<file path="src/rtl/core/utf8_stream_decoder_assert.svh">
// Assertion macros for the UTF-8 stream decoder RTL.
// No dependencies; the including module must provide i_clk and i_rst_n.
`ifndef UTF8_STREAM_DECODER_ASSERT_SVH
`define UTF8_STREAM_DECODER_ASSERT_SVH

// Plain condition that must hold at every clock edge outside reset.
`define U8SD_ASSERT(lbl, cond, msg) \
    lbl: assert property (@(posedge i_clk) disable iff (!i_rst_n) (cond)) \
        else $error(msg);

// Same-cycle implication checked at every clock edge outside reset.
`define U8SD_ASSERT_IMP(lbl, ante, cons, msg) \
    lbl: assert property (@(posedge i_clk) disable iff (!i_rst_n) (ante) |-> (cons)) \
        else $error(msg);

`endif

</file>
<file path="src/rtl/core/u8sd_pkg.sv">
// Shared types and constants for the UTF-8 stream decoder.
// No dependencies.
`default_nettype none

package u8sd_pkg;

    localparam int unsigned CP_W = 31;

    localparam logic [1:0] ST_OK      = 2'd0;
    localparam logic [1:0] ST_INVALID = 2'd1;
    localparam logic [1:0] ST_TRUNC   = 2'd2;

    typedef enum logic [1:0] {
        K_ASCII,
        K_CONT,
        K_LEAD,
        K_BAD
    } t_kind;

    // One classified byte as it travels from the front to the back.
    typedef struct packed {
        t_kind      kind;
        logic [2:0] tails;
        logic [6:0] payload;
    } t_token;

endpackage

`default_nettype wire

</file>
<file path="src/rtl/core/u8sd_front.sv">
// Front end of the UTF-8 stream decoder: classifies each raw byte.
// Depends on u8sd_pkg.
`default_nettype none

module u8sd_front (
    input  wire logic [7:0]      i_byte,
    output u8sd_pkg::t_token     o_token
);
    import u8sd_pkg::*;

    always_comb begin
        o_token.kind    = K_BAD;
        o_token.tails   = 3'd0;
        o_token.payload = 7'd0;
        priority if (!i_byte[7]) begin
            o_token.kind    = K_ASCII;
            o_token.payload = i_byte[6:0];
        end else if (!i_byte[6]) begin
            o_token.kind    = K_CONT;
            o_token.payload = {1'b0, i_byte[5:0]};
        end else if (!i_byte[5]) begin
            o_token.kind    = K_LEAD;
            o_token.tails   = 3'd1;
            o_token.payload = {2'b0, i_byte[4:0]};
        end else if (!i_byte[4]) begin
            o_token.kind    = K_LEAD;
            o_token.tails   = 3'd2;
            o_token.payload = {3'b0, i_byte[3:0]};
        end else if (!i_byte[3]) begin
            o_token.kind    = K_LEAD;
            o_token.tails   = 3'd3;
            o_token.payload = {4'b0, i_byte[2:0]};
        end else if (!i_byte[2]) begin
            o_token.kind    = K_LEAD;
            o_token.tails   = 3'd4;
            o_token.payload = {5'b0, i_byte[1:0]};
        end else if (!i_byte[1]) begin
            o_token.kind    = K_LEAD;
            o_token.tails   = 3'd5;
            o_token.payload = {6'b0, i_byte[0]};
        end else begin
            // 0xFE and 0xFF never start a sequence.
            o_token.kind = K_BAD;
        end
    end

endmodule

`default_nettype wire

</file>
<file path="src/rtl/core/u8sd_queue.sv">
// Two-entry token queue between the decoder front and back ends.
// Depends on u8sd_pkg.
`default_nettype none

module u8sd_queue (
    input  wire logic             i_clk,
    input  wire logic             i_rst_n,
    input  wire logic             i_push,
    input  wire u8sd_pkg::t_token i_token,
    output logic                  o_full,
    input  wire logic             i_pop,
    output logic                  o_empty,
    output u8sd_pkg::t_token      o_token
);
    import u8sd_pkg::*;

    t_token     r_mem [2];
    logic       r_wr_ptr;
    logic       r_rd_ptr;
    logic [1:0] r_count;
    logic [1:0] n_count;

    assign o_full  = (r_count == 2'd2);
    assign o_empty = (r_count == 2'd0);
    assign o_token = r_mem[r_rd_ptr];

    always_comb begin
        n_count = r_count;
        if (i_push && !i_pop) begin
            n_count = r_count + 2'd1;
        end else if (!i_push && i_pop) begin
            n_count = r_count - 2'd1;
        end
    end

    always_ff @(posedge i_clk) begin
        if (!i_rst_n) begin
            r_wr_ptr <= 1'b0;
            r_rd_ptr <= 1'b0;
            r_count  <= 2'd0;
        end else begin
            if (i_push) begin
                r_wr_ptr <= ~r_wr_ptr;
            end
            if (i_pop) begin
                r_rd_ptr <= ~r_rd_ptr;
            end
            r_count <= n_count;
        end
    end

    always_ff @(posedge i_clk) begin
        if (i_push) begin
            r_mem[r_wr_ptr] <= i_token;
        end
    end

endmodule

`default_nettype wire

</file>
<file path="src/rtl/core/u8sd_back.sv">
// Back end of the UTF-8 stream decoder: sequence state and result register.
// Depends on u8sd_pkg and utf8_stream_decoder_assert.svh.
`default_nettype none
`include "utf8_stream_decoder_assert.svh"

module u8sd_back (
    input  wire logic                        i_clk,
    input  wire logic                        i_rst_n,
    input  wire logic                        i_tok_avail,
    input  wire u8sd_pkg::t_token            i_token,
    output logic                             o_tok_pop,
    output logic                             o_valid,
    input  wire logic                        i_ready,
    output logic [u8sd_pkg::CP_W-1:0]        o_code_point,
    output logic [1:0]                       o_status
);
    import u8sd_pkg::*;

    logic [CP_W-1:0] r_partial;
    logic [CP_W-1:0] n_partial;
    logic [2:0]      r_tails;
    logic [2:0]      n_tails;
    logic            r_out_valid;
    logic [CP_W-1:0] r_out_cp;
    logic [1:0]      r_out_st;
    logic            emit;
    logic [CP_W-1:0] emit_cp;
    logic [1:0]      emit_st;
    logic [CP_W-1:0] shifted;

    // A token is taken whenever the result register is free or being emptied.
    assign o_tok_pop = i_tok_avail && (!r_out_valid || i_ready);
    assign shifted   = {r_partial[CP_W-7:0], i_token.payload[5:0]};

    always_comb begin
        n_partial = r_partial;
        n_tails   = r_tails;
        emit      = 1'b0;
        emit_cp   = '0;
        emit_st   = ST_OK;
        if (r_tails == 3'd0) begin
            unique case (i_token.kind)
                K_ASCII: begin
                    emit    = 1'b1;
                    emit_cp = {{(CP_W-7){1'b0}}, i_token.payload};
                end
                K_LEAD: begin
                    n_partial = {{(CP_W-7){1'b0}}, i_token.payload};
                    n_tails   = i_token.tails;
                end
                K_CONT, K_BAD: begin
                    emit    = 1'b1;
                    emit_st = ST_INVALID;
                end
                default: begin
                    emit    = 1'b1;
                    emit_st = ST_INVALID;
                end
            endcase
        end else if (i_token.kind == K_CONT) begin
            if (r_tails == 3'd1) begin
                emit      = 1'b1;
                emit_cp   = shifted;
                n_partial = '0;
            end else begin
                n_partial = shifted;
            end
            n_tails = r_tails - 3'd1;
        end else begin
            // Any other byte inside a sequence aborts it; a zero byte is a truncation.
            emit      = 1'b1;
            emit_st   = (i_token.kind == K_ASCII && i_token.payload == 7'd0)
                        ? ST_TRUNC : ST_INVALID;
            n_partial = '0;
            n_tails   = 3'd0;
        end
    end

    always_ff @(posedge i_clk) begin
        if (!i_rst_n) begin
            r_partial   <= '0;
            r_tails     <= 3'd0;
            r_out_valid <= 1'b0;
        end else begin
            if (o_tok_pop) begin
                r_partial <= n_partial;
                r_tails   <= n_tails;
            end
            if (o_tok_pop) begin
                r_out_valid <= emit;
            end else if (i_ready) begin
                r_out_valid <= 1'b0;
            end
        end
    end

    always_ff @(posedge i_clk) begin
        if (o_tok_pop && emit) begin
            r_out_cp <= emit_cp;
            r_out_st <= emit_st;
        end
    end

    assign o_valid      = r_out_valid;
    assign o_code_point = r_out_cp;
    assign o_status     = r_out_st;

    `U8SD_ASSERT(a_tails_range, r_tails <= 3'd5, "tail count beyond five")
    `U8SD_ASSERT_IMP(a_idle_clear, r_tails == 3'd0, r_partial == '0,
                     "partial value left over while idle")
    `U8SD_ASSERT_IMP(a_err_zero, r_out_valid && r_out_st != ST_OK, r_out_cp == '0,
                     "error result carries a nonzero code point")
    `U8SD_ASSERT_IMP(a_st_code, r_out_valid, r_out_st != 2'd3,
                     "undefined status code")

endmodule

`default_nettype wire

</file>
<file path="src/rtl/core/utf8_stream_decoder.sv">
// UTF-8 stream decoder (six-byte form, 31-bit code points), one byte per request.
// A byte is held in the token queue, and its result then in the result register, before the result appears.
// Throughput: 1 byte per cycle while the output is not stalled, set by the shift-and-count in the back end.
// The two-entry token queue and the result register let either side stall independently.
// Reset (synchronous, active low) empties the queue, drops any open sequence and the result.
// Depends on u8sd_pkg, u8sd_front, u8sd_queue and u8sd_back.
`default_nettype none

module utf8_stream_decoder (
    input  wire logic                        i_clk,
    input  wire logic                        i_rst_n,
    input  wire logic                        i_valid,
    output logic                             o_ready,
    input  wire logic [7:0]                  i_in_byte,
    output logic                             o_valid,
    input  wire logic                        i_ready,
    output logic [u8sd_pkg::CP_W-1:0]        o_code_point,
    output logic [1:0]                       o_status
);
    import u8sd_pkg::*;

    t_token front_tok;
    t_token queue_tok;
    logic   q_full;
    logic   q_empty;
    logic   q_pop;
    logic   q_push;

    assign o_ready = !q_full;
    assign q_push  = i_valid && !q_full;

    u8sd_front u_front (
        .i_byte  (i_in_byte),
        .o_token (front_tok)
    );

    u8sd_queue u_queue (
        .i_clk   (i_clk),
        .i_rst_n (i_rst_n),
        .i_push  (q_push),
        .i_token (front_tok),
        .o_full  (q_full),
        .i_pop   (q_pop),
        .o_empty (q_empty),
        .o_token (queue_tok)
    );

    u8sd_back u_back (
        .i_clk        (i_clk),
        .i_rst_n      (i_rst_n),
        .i_tok_avail  (!q_empty),
        .i_token      (queue_tok),
        .o_tok_pop    (q_pop),
        .o_valid      (o_valid),
        .i_ready      (i_ready),
        .o_code_point (o_code_point),
        .o_status     (o_status)
    );

endmodule

`default_nettype wire
</file>
<file path="config.mk">
export PLATFORM = sky130hd
export DESIGN_NAME = utf8_stream_decoder
export DESIGN_NICKNAME = d
export VERILOG_FILES = /design/src/rtl/core/u8sd_pkg.sv /design/src/rtl/core/u8sd_front.sv /design/src/rtl/core/u8sd_queue.sv /design/src/rtl/core/u8sd_back.sv /design/src/rtl/core/utf8_stream_decoder.sv
export VERILOG_INCLUDE_DIRS = /design/src /design/src/rtl/core
export SDC_FILE = /design/constraint.sdc
export NUM_CORES = 1
export LEC_CHECK = 0
export BUFFER_PORTS_ARGS = -buffer_cell sky130_fd_sc_hd__buf_2
export CELL_PAD_IN_SITES_DETAIL_PLACEMENT = 2
export CELL_PAD_IN_SITES_GLOBAL_PLACEMENT = 2
export CORE_ASPECT_RATIO = 0.75
export CORE_MARGIN = 3
export CORE_UTILIZATION = 39
export DETAILED_ROUTE_END_ITERATION = 12
export GPL_ROUTABILITY_DRIVEN = 1
export PLACE_DENSITY_LB_ADDON = 0.3
export SETUP_SLACK_MARGIN = 0.05
export SYNTH_ARGS = -nofsm -noshare
export SYNTH_HDL_FRONTEND = slang
export SYNTH_SLANG_ARGS = --single-unit
</file>
<file path="constraint.sdc">
create_clock -name i_clk -period 5.6 [get_ports i_clk]
set_input_delay 0.84 -clock i_clk [delete_from_list [all_inputs] [get_ports i_clk]]
set_output_delay 0.84 -clock i_clk [all_outputs]
set_load 0.03 [all_outputs]
</file>
==> results of run 1 <==
## Yosys cell counts, drive strengths merged, types with 4 or more instances
library cell	number	share of area
edfxtp	57	0.47
dfxtp	34	0.19
and2	28	0.048
nor2	23	0.026
a22o	18	0.043
nand2	11	0.011
buf	9	0.021
inv	9	0.0093
mux2i	8	0.022
o21ai	7	0.0096
o2bb2ai	7	0.017
a21oi	6	0.0083
a31oi	5	0.0086
nor3	5	0.0069
ha	4	0.014
nor2b	4	0.0069
## per-layer routing
metal / vias up / share of wire / track usage
met5: - / 0 / 0
met4: 0 / 0.021 / 0.0830
met3: 12 / 0.032 / 0.0413
met2: 42 / 0.49 / 0.306
met1: 1195 / 0.46 / 0.219
li1: 1098 / - / -
## power by group
| part | switching [mW] | internal (mW) | leakage [nW] | total (mW) |
|---|---|---|---|---|
| clock network | 0.249 | 0.358 | 0.148 | 0.606 |
| logic | 0.648 | 0.238 | 0.634 | 0.886 |
| registers | 0.104 | 0.950 | 0.825 | 1.05 |
## state kept, by name, summed over array words and instances (netlist names), named ones only
| signal | cells |
|---|---|
| u_queue.r_mem | 24 |
| u_back.o_valid | 1 |
| u_back.r_tails | 3 |
| u_queue.r_wr_ptr | 1 |
| u_queue.r_count | 2 |
| u_back.r_partial | 25 |
| u_back.o_code_point | 31 |
| u_queue.r_rd_ptr | 1 |
| u_back.o_status | 2 |
## kinds of logic (layout without fill, tap and decap cells)
family / Yosys count / in the layout / synth area share
AOI/OAI and AO/OA: 57 / 57 / 0.123
xor gates and xnor gates: 4 / 4 / 0.00963
adders and majority gates: 4 / 4 / 0.0138
buffers and inverters: 19 / 72 / 0.0313
DFF: 91 / 91 / 0.658
muxes: 11 / 11 / 0.0313
and+or+nand+nor: 87 / 87 / 0.133
## per-stage QoR
stage               hold slack, ps  total power, mW
CTS                            479             2.58
floorplan                      440             1.70
detailed placement             463             1.95
global placement               456             1.91
finish                         479             2.55
global route                   505             2.68
## critical path: cells and delay by family (launching register included)
kind                       cells  cell delay [ps]
adders and majority gates      1              460
DFF                            1              330
buffers and inverters          1              110
AOI/OAI and AO/OA              2              520
and+or+nand+nor                2             1210
## area by class of cell
type                    count  area, sq um
inverters                   9         33.8
flip-flops and latches     91         2390
multi-input cells         163         1140
repair buffers             47          238
fillers                   852         4490
clock inverters             6         65.1
clock buffers              10          239
well taps                 124          155
## final timing paths
| check | startpoint | to | slack, ps | cells past startpoint |
|---|---|---|---|---|
| min reg2reg | u_back.r_partial[23]$_SDFFE_PN0P_ | u_back.r_partial[23]$_SDFFE_PN0P_ | 480 | 1 |
| min | u_back.r_partial[23]$_SDFFE_PN0P_ | u_back.r_partial[23]$_SDFFE_PN0P_ | 480 | 1 |
| max | u_back.r_tails[0]$_SDFFE_PN0P_ | u_back.r_partial[10]$_SDFFE_PN0P_ | 2900 | 6 |
| max reg2reg | u_back.r_tails[0]$_SDFFE_PN0P_ | u_back.r_partial[10]$_SDFFE_PN0P_ | 2900 | 6 |
## placed cells by master (no fill, tap or decap), types with 2 or more instances in the layout
cell | synthesis | final
nor2b_1 | 4 | 4
a31oi_1 | 5 | 5
nand3_1 | 2 | 2
inv_1 | 9 | 9
nor3_1 | 5 | 4
a22o_1 | 18 | 18
a21oi_1 | 6 | 6
ha_1 | 4 | 4
mux2i_1 | 8 | 8
and3_1 | 2 | 2
dfxtp_1 | 34 | 34
and2_1 | 27 | 27
o21ai_0 | 7 | 7
buf_2 | 3 | 46
o2bb2ai_1 | 7 | 7
clkbuf_16 | 0 | 9
clkinv_4 | 0 | 2
clkinv_2 | 0 | 2
nor2_1 | 22 | 22
nand3b_1 | 3 | 3
a211oi_1 | 2 | 2
mux2_2 | 3 | 3
a21boi_0 | 2 | 2
nor4_1 | 2 | 2
nand2_1 | 11 | 11
nand2b_1 | 2 | 2
xor2_1 | 3 | 3
edfxtp_1 | 57 | 57
a21o_1 | 2 | 2
==> results.cfg, run 1 <==
[timing]
hold_viol = 0
tightest_slew_ps = 1100
slew_headroom = 0.263
maxSlewViolCount = 0
max_freq_ghz = 0.370
period_share = 0.483
rsz0062_at_grt = no
fin_crit_ps = 2700
setup_violations = 0
fin_tns_setup_ps = 0
clock_skew_ps = 7.87
finalWorstSetupSlack_ps = 2900

[floorplan]
core_sq_mm = 0.00874
die_area_sq_mm = 0.0105
core.rowCount = 29
io_pins = 47
fp.dieH_microns = 89.6
die_x_microns = 118
initial_core_util = 0.416

[finish]
fin_area_sq_mm = 0.00426
stdcell_count = 450
area_growth_pct = 17.1
nets = 337
antenna_cells_inserted = 0
drive_gt1_frac = 0.218
fin_util = 0.487

[cts]
cts.sinks = 91
postCtsHoldBufs = 0
post_cts_resized = 0
post_cts_buffers = 0
h-tree-depth = 3
clockBufferDepth = 2
path_clk_slew_ps = 70
numCtsBuffers = 9
cts_tree = done
cts_root_buffer = clkbuf_16
insertion_delay_ps = 340

[yosys]
netlist_area_sq_mm = 0.00364
syn_nets = 289
synth_ff_type = edfxtp_1
syn_inst = 273
synth_cell_type_count = 45
ys_ff_latch = 91
ys_async_sr_fraction = 0
postSynthAreaPerCell_sq_um = 13.3
yosysSeqAreaShare = 0.658
ys_warn_count = 0
synth_edf_count = 57

[routing]
wl_per_cell_microns = 19.7
routed_wl_mm = 8.88
num_vias = 2347
drtPass1Iterations = 4
drc_errors = 0
drt_iter0_markers = 114
vias_per_cell = 5.22
ant_nets = 0

[power_and_ir_drop]
leakage_nw = 1.61
p_per_area_mw_per_mm2 = 598
vdd_drop_max_mv = 0.233

[global_routing]
grt_pass1_wl_mm = 14.0
grt_pass1_vias = 2476
antenna_found_initial = 0
grt_usage = 0.178
grt_max_degree = 35
grt_overflow = 0

[worst_hold_path]
holdCritPathClass = register to register

[setup_path]
slowest_delay_ps = 660
path_class = register to register
crit_required_ps = 5880
critPathMaxFanout = 24
critPathLaunchType = register
cp_slowest_cell = nor2b_1
critPathArrivalTime_ps = 2980
critPathCaptureType = register
cp_cell_sequence = inv_1 > ha_1 > nor2b_1 > a311oi_4 > nor2_4 > a22o_1

[placed_design]
post-place-cells = 434
place_area_sq_mm = 0.00396
gp_routability_congestion = 0.762
dp_hpwl_mm = 6.26
port_buffers = 46
place_ws_ps = 2960

[run_status]
status = finished, final reports clean

[flow_run]
maxCapViolCount = 0
(Power assumes the default switching activity.)
==> run 2: changes to the inputs <==
- ABC_AREA: not set -> 1
- CORE_UTILIZATION: 39 -> 32
- clock period: 5.6 -> 2.2 ns (I/O delays scaled with it)
==> results.cfg, run 2 <==
[yosys]
yosysSeqAreaShare = 0.595
syn_nets = 471
ys_async_sr_fraction = 0
synth_ff_type = edfxtp_1
synth_commonest_cells = 113 x nand2_1, 102 x nor2_1, 58 x inv_1
synthTopCellsByArea = edfxtp_1 43%, dfxtp_1 17%, nand2_1 11%
ys_warn_count = 0
synth_cell_type_count = 29
syn_inst = 455
postSynthAreaPerCell_sq_um = 8.84
synth.largest_area_cell = edfxtp_1
ys_ff_latch = 91
synth_top_area_frac = 0.426
netlist_area_sq_mm = 0.00402
synth_most_common_cell = nand2_1
synth_edf_count = 57

[cts]
h-tree-depth = 3
clockBufferDepth = 2
cts_root_buffer = clkbuf_16
cts.sinks = 91
insertion_delay_ps = 340
path_clk_slew_ps = 60
numCtsBuffers = 9
cts_tree = done

[run_status]
status = finished, final reports clean

[setup_path]
critPathTopFamily = buffers and inverters
critPathMaxFanout = 26
r2r_start = u_back.r_tails[0]$_SDFFE_PN0P_
path_buf_inv = 3
worstSetupStartpoint = u_back.r_tails[0]$_SDFFE_PN0P_
critPathArrivalTime_ps = 2200
path_class = register to register
cp.depth = 10
critPathCapture = u_back.r_partial[10]$_SDFFE_PN0P_
cp_cell_sequence = inv_1 > ha_1 > nand2_4 > inv_4 > nand2_2 > nand3_4 > buf_4 > nand2_1 > nand2_1 > nor2_1
critPathCaptureType = register
cp_slowest_cell = dfxtp_1
slowest_delay_ps = 320
crit_required_ps = 2430
rrSetupSlack_ps = 230
rr_worst_depth = 10
cp_common_cell = nand2_1
reg2reg_to = u_back.r_partial[10]$_SDFFE_PN0P_
critPathLaunchType = register

[timing]
hold_ws_ps = 307
hold_viol = 0
fin_tns_setup_ps = 0
setup_violations = 0
rsz0062_at_grt = no
maxSlewViolCount = 0
slew_headroom = 0.650
period_share = 0.896
tightest_slew_ps = 525
finalWorstSetupSlack_ps = 230
max_freq_ghz = 0.508
clock_skew_ps = 5.59
fin_crit_ps = 1970

[finish]
fillers = 1358
largest_register_ffs = 31
area_growth_pct = 18.5
nets = 523
stdcell_count = 674
final_common_cell = nand2_1
drive_gt1_frac = 0.184
fin_area_sq_mm = 0.00476
fin_util = 0.400
most-common-layout-cells = 113 x nand2_1, 102 x nor2_1, 57 x inv_1, 57 x edfxtp_1, 46 x buf_2
antenna_cells_inserted = 0

[placed_design]
place_ws_ps = 183
gp_routability_congestion = 0.777
place_area_sq_mm = 0.00445
port_buffers = 46
dp_hpwl_mm = 7.80
post-place-cells = 658

[routing]
num_vias = 3068
vias_per_cell = 4.55
drtPass1Iterations = 4
drc_errors = 0
routed_wl_mm = 10.7
wl_per_cell_microns = 15.9
ant_nets = 0
drt_iter0_markers = 181

[global_routing]
grt_pass1_vias = 3324
grt_usage = 0.164
grt_pass1_wl_mm = 17.4
grt_overflow = 0
grt_max_degree = 27
antenna_found_initial = 0

[power_and_ir_drop]
p_per_area_mw_per_mm2 = 1690
vdd_drop_max_mv = 0.576
leakage_nw = 2.06
power_mw = 8.04

[floorplan]
die_area_sq_mm = 0.0140
fp.dieH_microns = 103
die_x_microns = 135
core_sq_mm = 0.0119
io_pins = 47
core.rowCount = 34
initial_core_util = 0.338

[worst_hold_path]
holdCritPathClass = input port to register

[flow_run]
maxCapViolCount = 0
## run 2: cell count changes after synthesis, moves of 6 or more
cell and delta:
a21oi_1 +12, a22o_1 -18, and2_1 -23, inv_1 +49, mux2i_1 -8, nand2_1 +102, nand2_2 +6, nor2_1 +80
o21ai_0 +8, o2bb2ai_1 -7
## run 2: cells by family (layout without fill, tap and decap cells)
logic type / count (synthesis) / count (layout) / synth area share
AOI/OAI and AO/OA: 42 / 42 / 0.0604
xor gates and xnor gates: 1 / 1 / 0.00218
adders and majority gates: 4 / 4 / 0.0124
buffers and inverters: 78 / 135 / 0.0853
DFF: 91 / 91 / 0.595
and+or+nand+nor: 239 / 239 / 0.245
## run 2: routing by layer
layer | up-vias | share of wire | GRT usage
li1 | 1515 | - | -
met1 | 1499 | 0.47 | 0.212
met2 | 43 | 0.49 | 0.282
met3 | 11 | 0.030 | 0.0351
met4 | 0 | 0.011 | 0.0449
met5 | - | 0 | 0
## run 2: worst min-delay path by stage
stage / start / endpoint / depth (start not counted)
after CTS: i_in_byte[7] / u_queue.r_mem[0][6]$_DFFE_PP_ / 2
after global placement: u_queue.r_rd_ptr$_SDFFE_PN0P_ / u_queue.r_rd_ptr$_SDFFE_PN0P_ / 1
after detailed placement: u_queue.r_rd_ptr$_SDFFE_PN0P_ / u_queue.r_rd_ptr$_SDFFE_PN0P_ / 1
after global routing: i_in_byte[7] / u_queue.r_mem[0][6]$_DFFE_PP_ / 2
final: i_in_byte[7] / u_queue.r_mem[0][6]$_DFFE_PP_ / 2
after floorplan: u_queue.r_rd_ptr$_SDFFE_PN0P_ / register / 1
## run 2: power breakdown
group | switching (mW) | internal (mW)
sequential | 0.203 | 2.55
clock | 0.612 | 0.987
combinational | 2.68 | 1.01
total | 3.50 | 4.54
## run 2: layout make-up
cell class / instances / area [sq um] / share of cell area
multi-input cells: 286 / 1280 / 0.270
well taps: 162 / 203 / 0.0426
flip-flops and latches: 91 / 2390 / 0.502
inverters: 63 / 243 / 0.0510
clock inverters: 6 / 80.1 / 0.0168
clock buffers: 10 / 229 / 0.0481
repair buffers: 56 / 330 / 0.0693
## run 2: repair_timing
action                                  4_1_cts  5_1_grt
buffers inserted                              0        0
resized for setup                             0        1
hold buffers                                  0        0
endpoints found under the setup margin        0       33
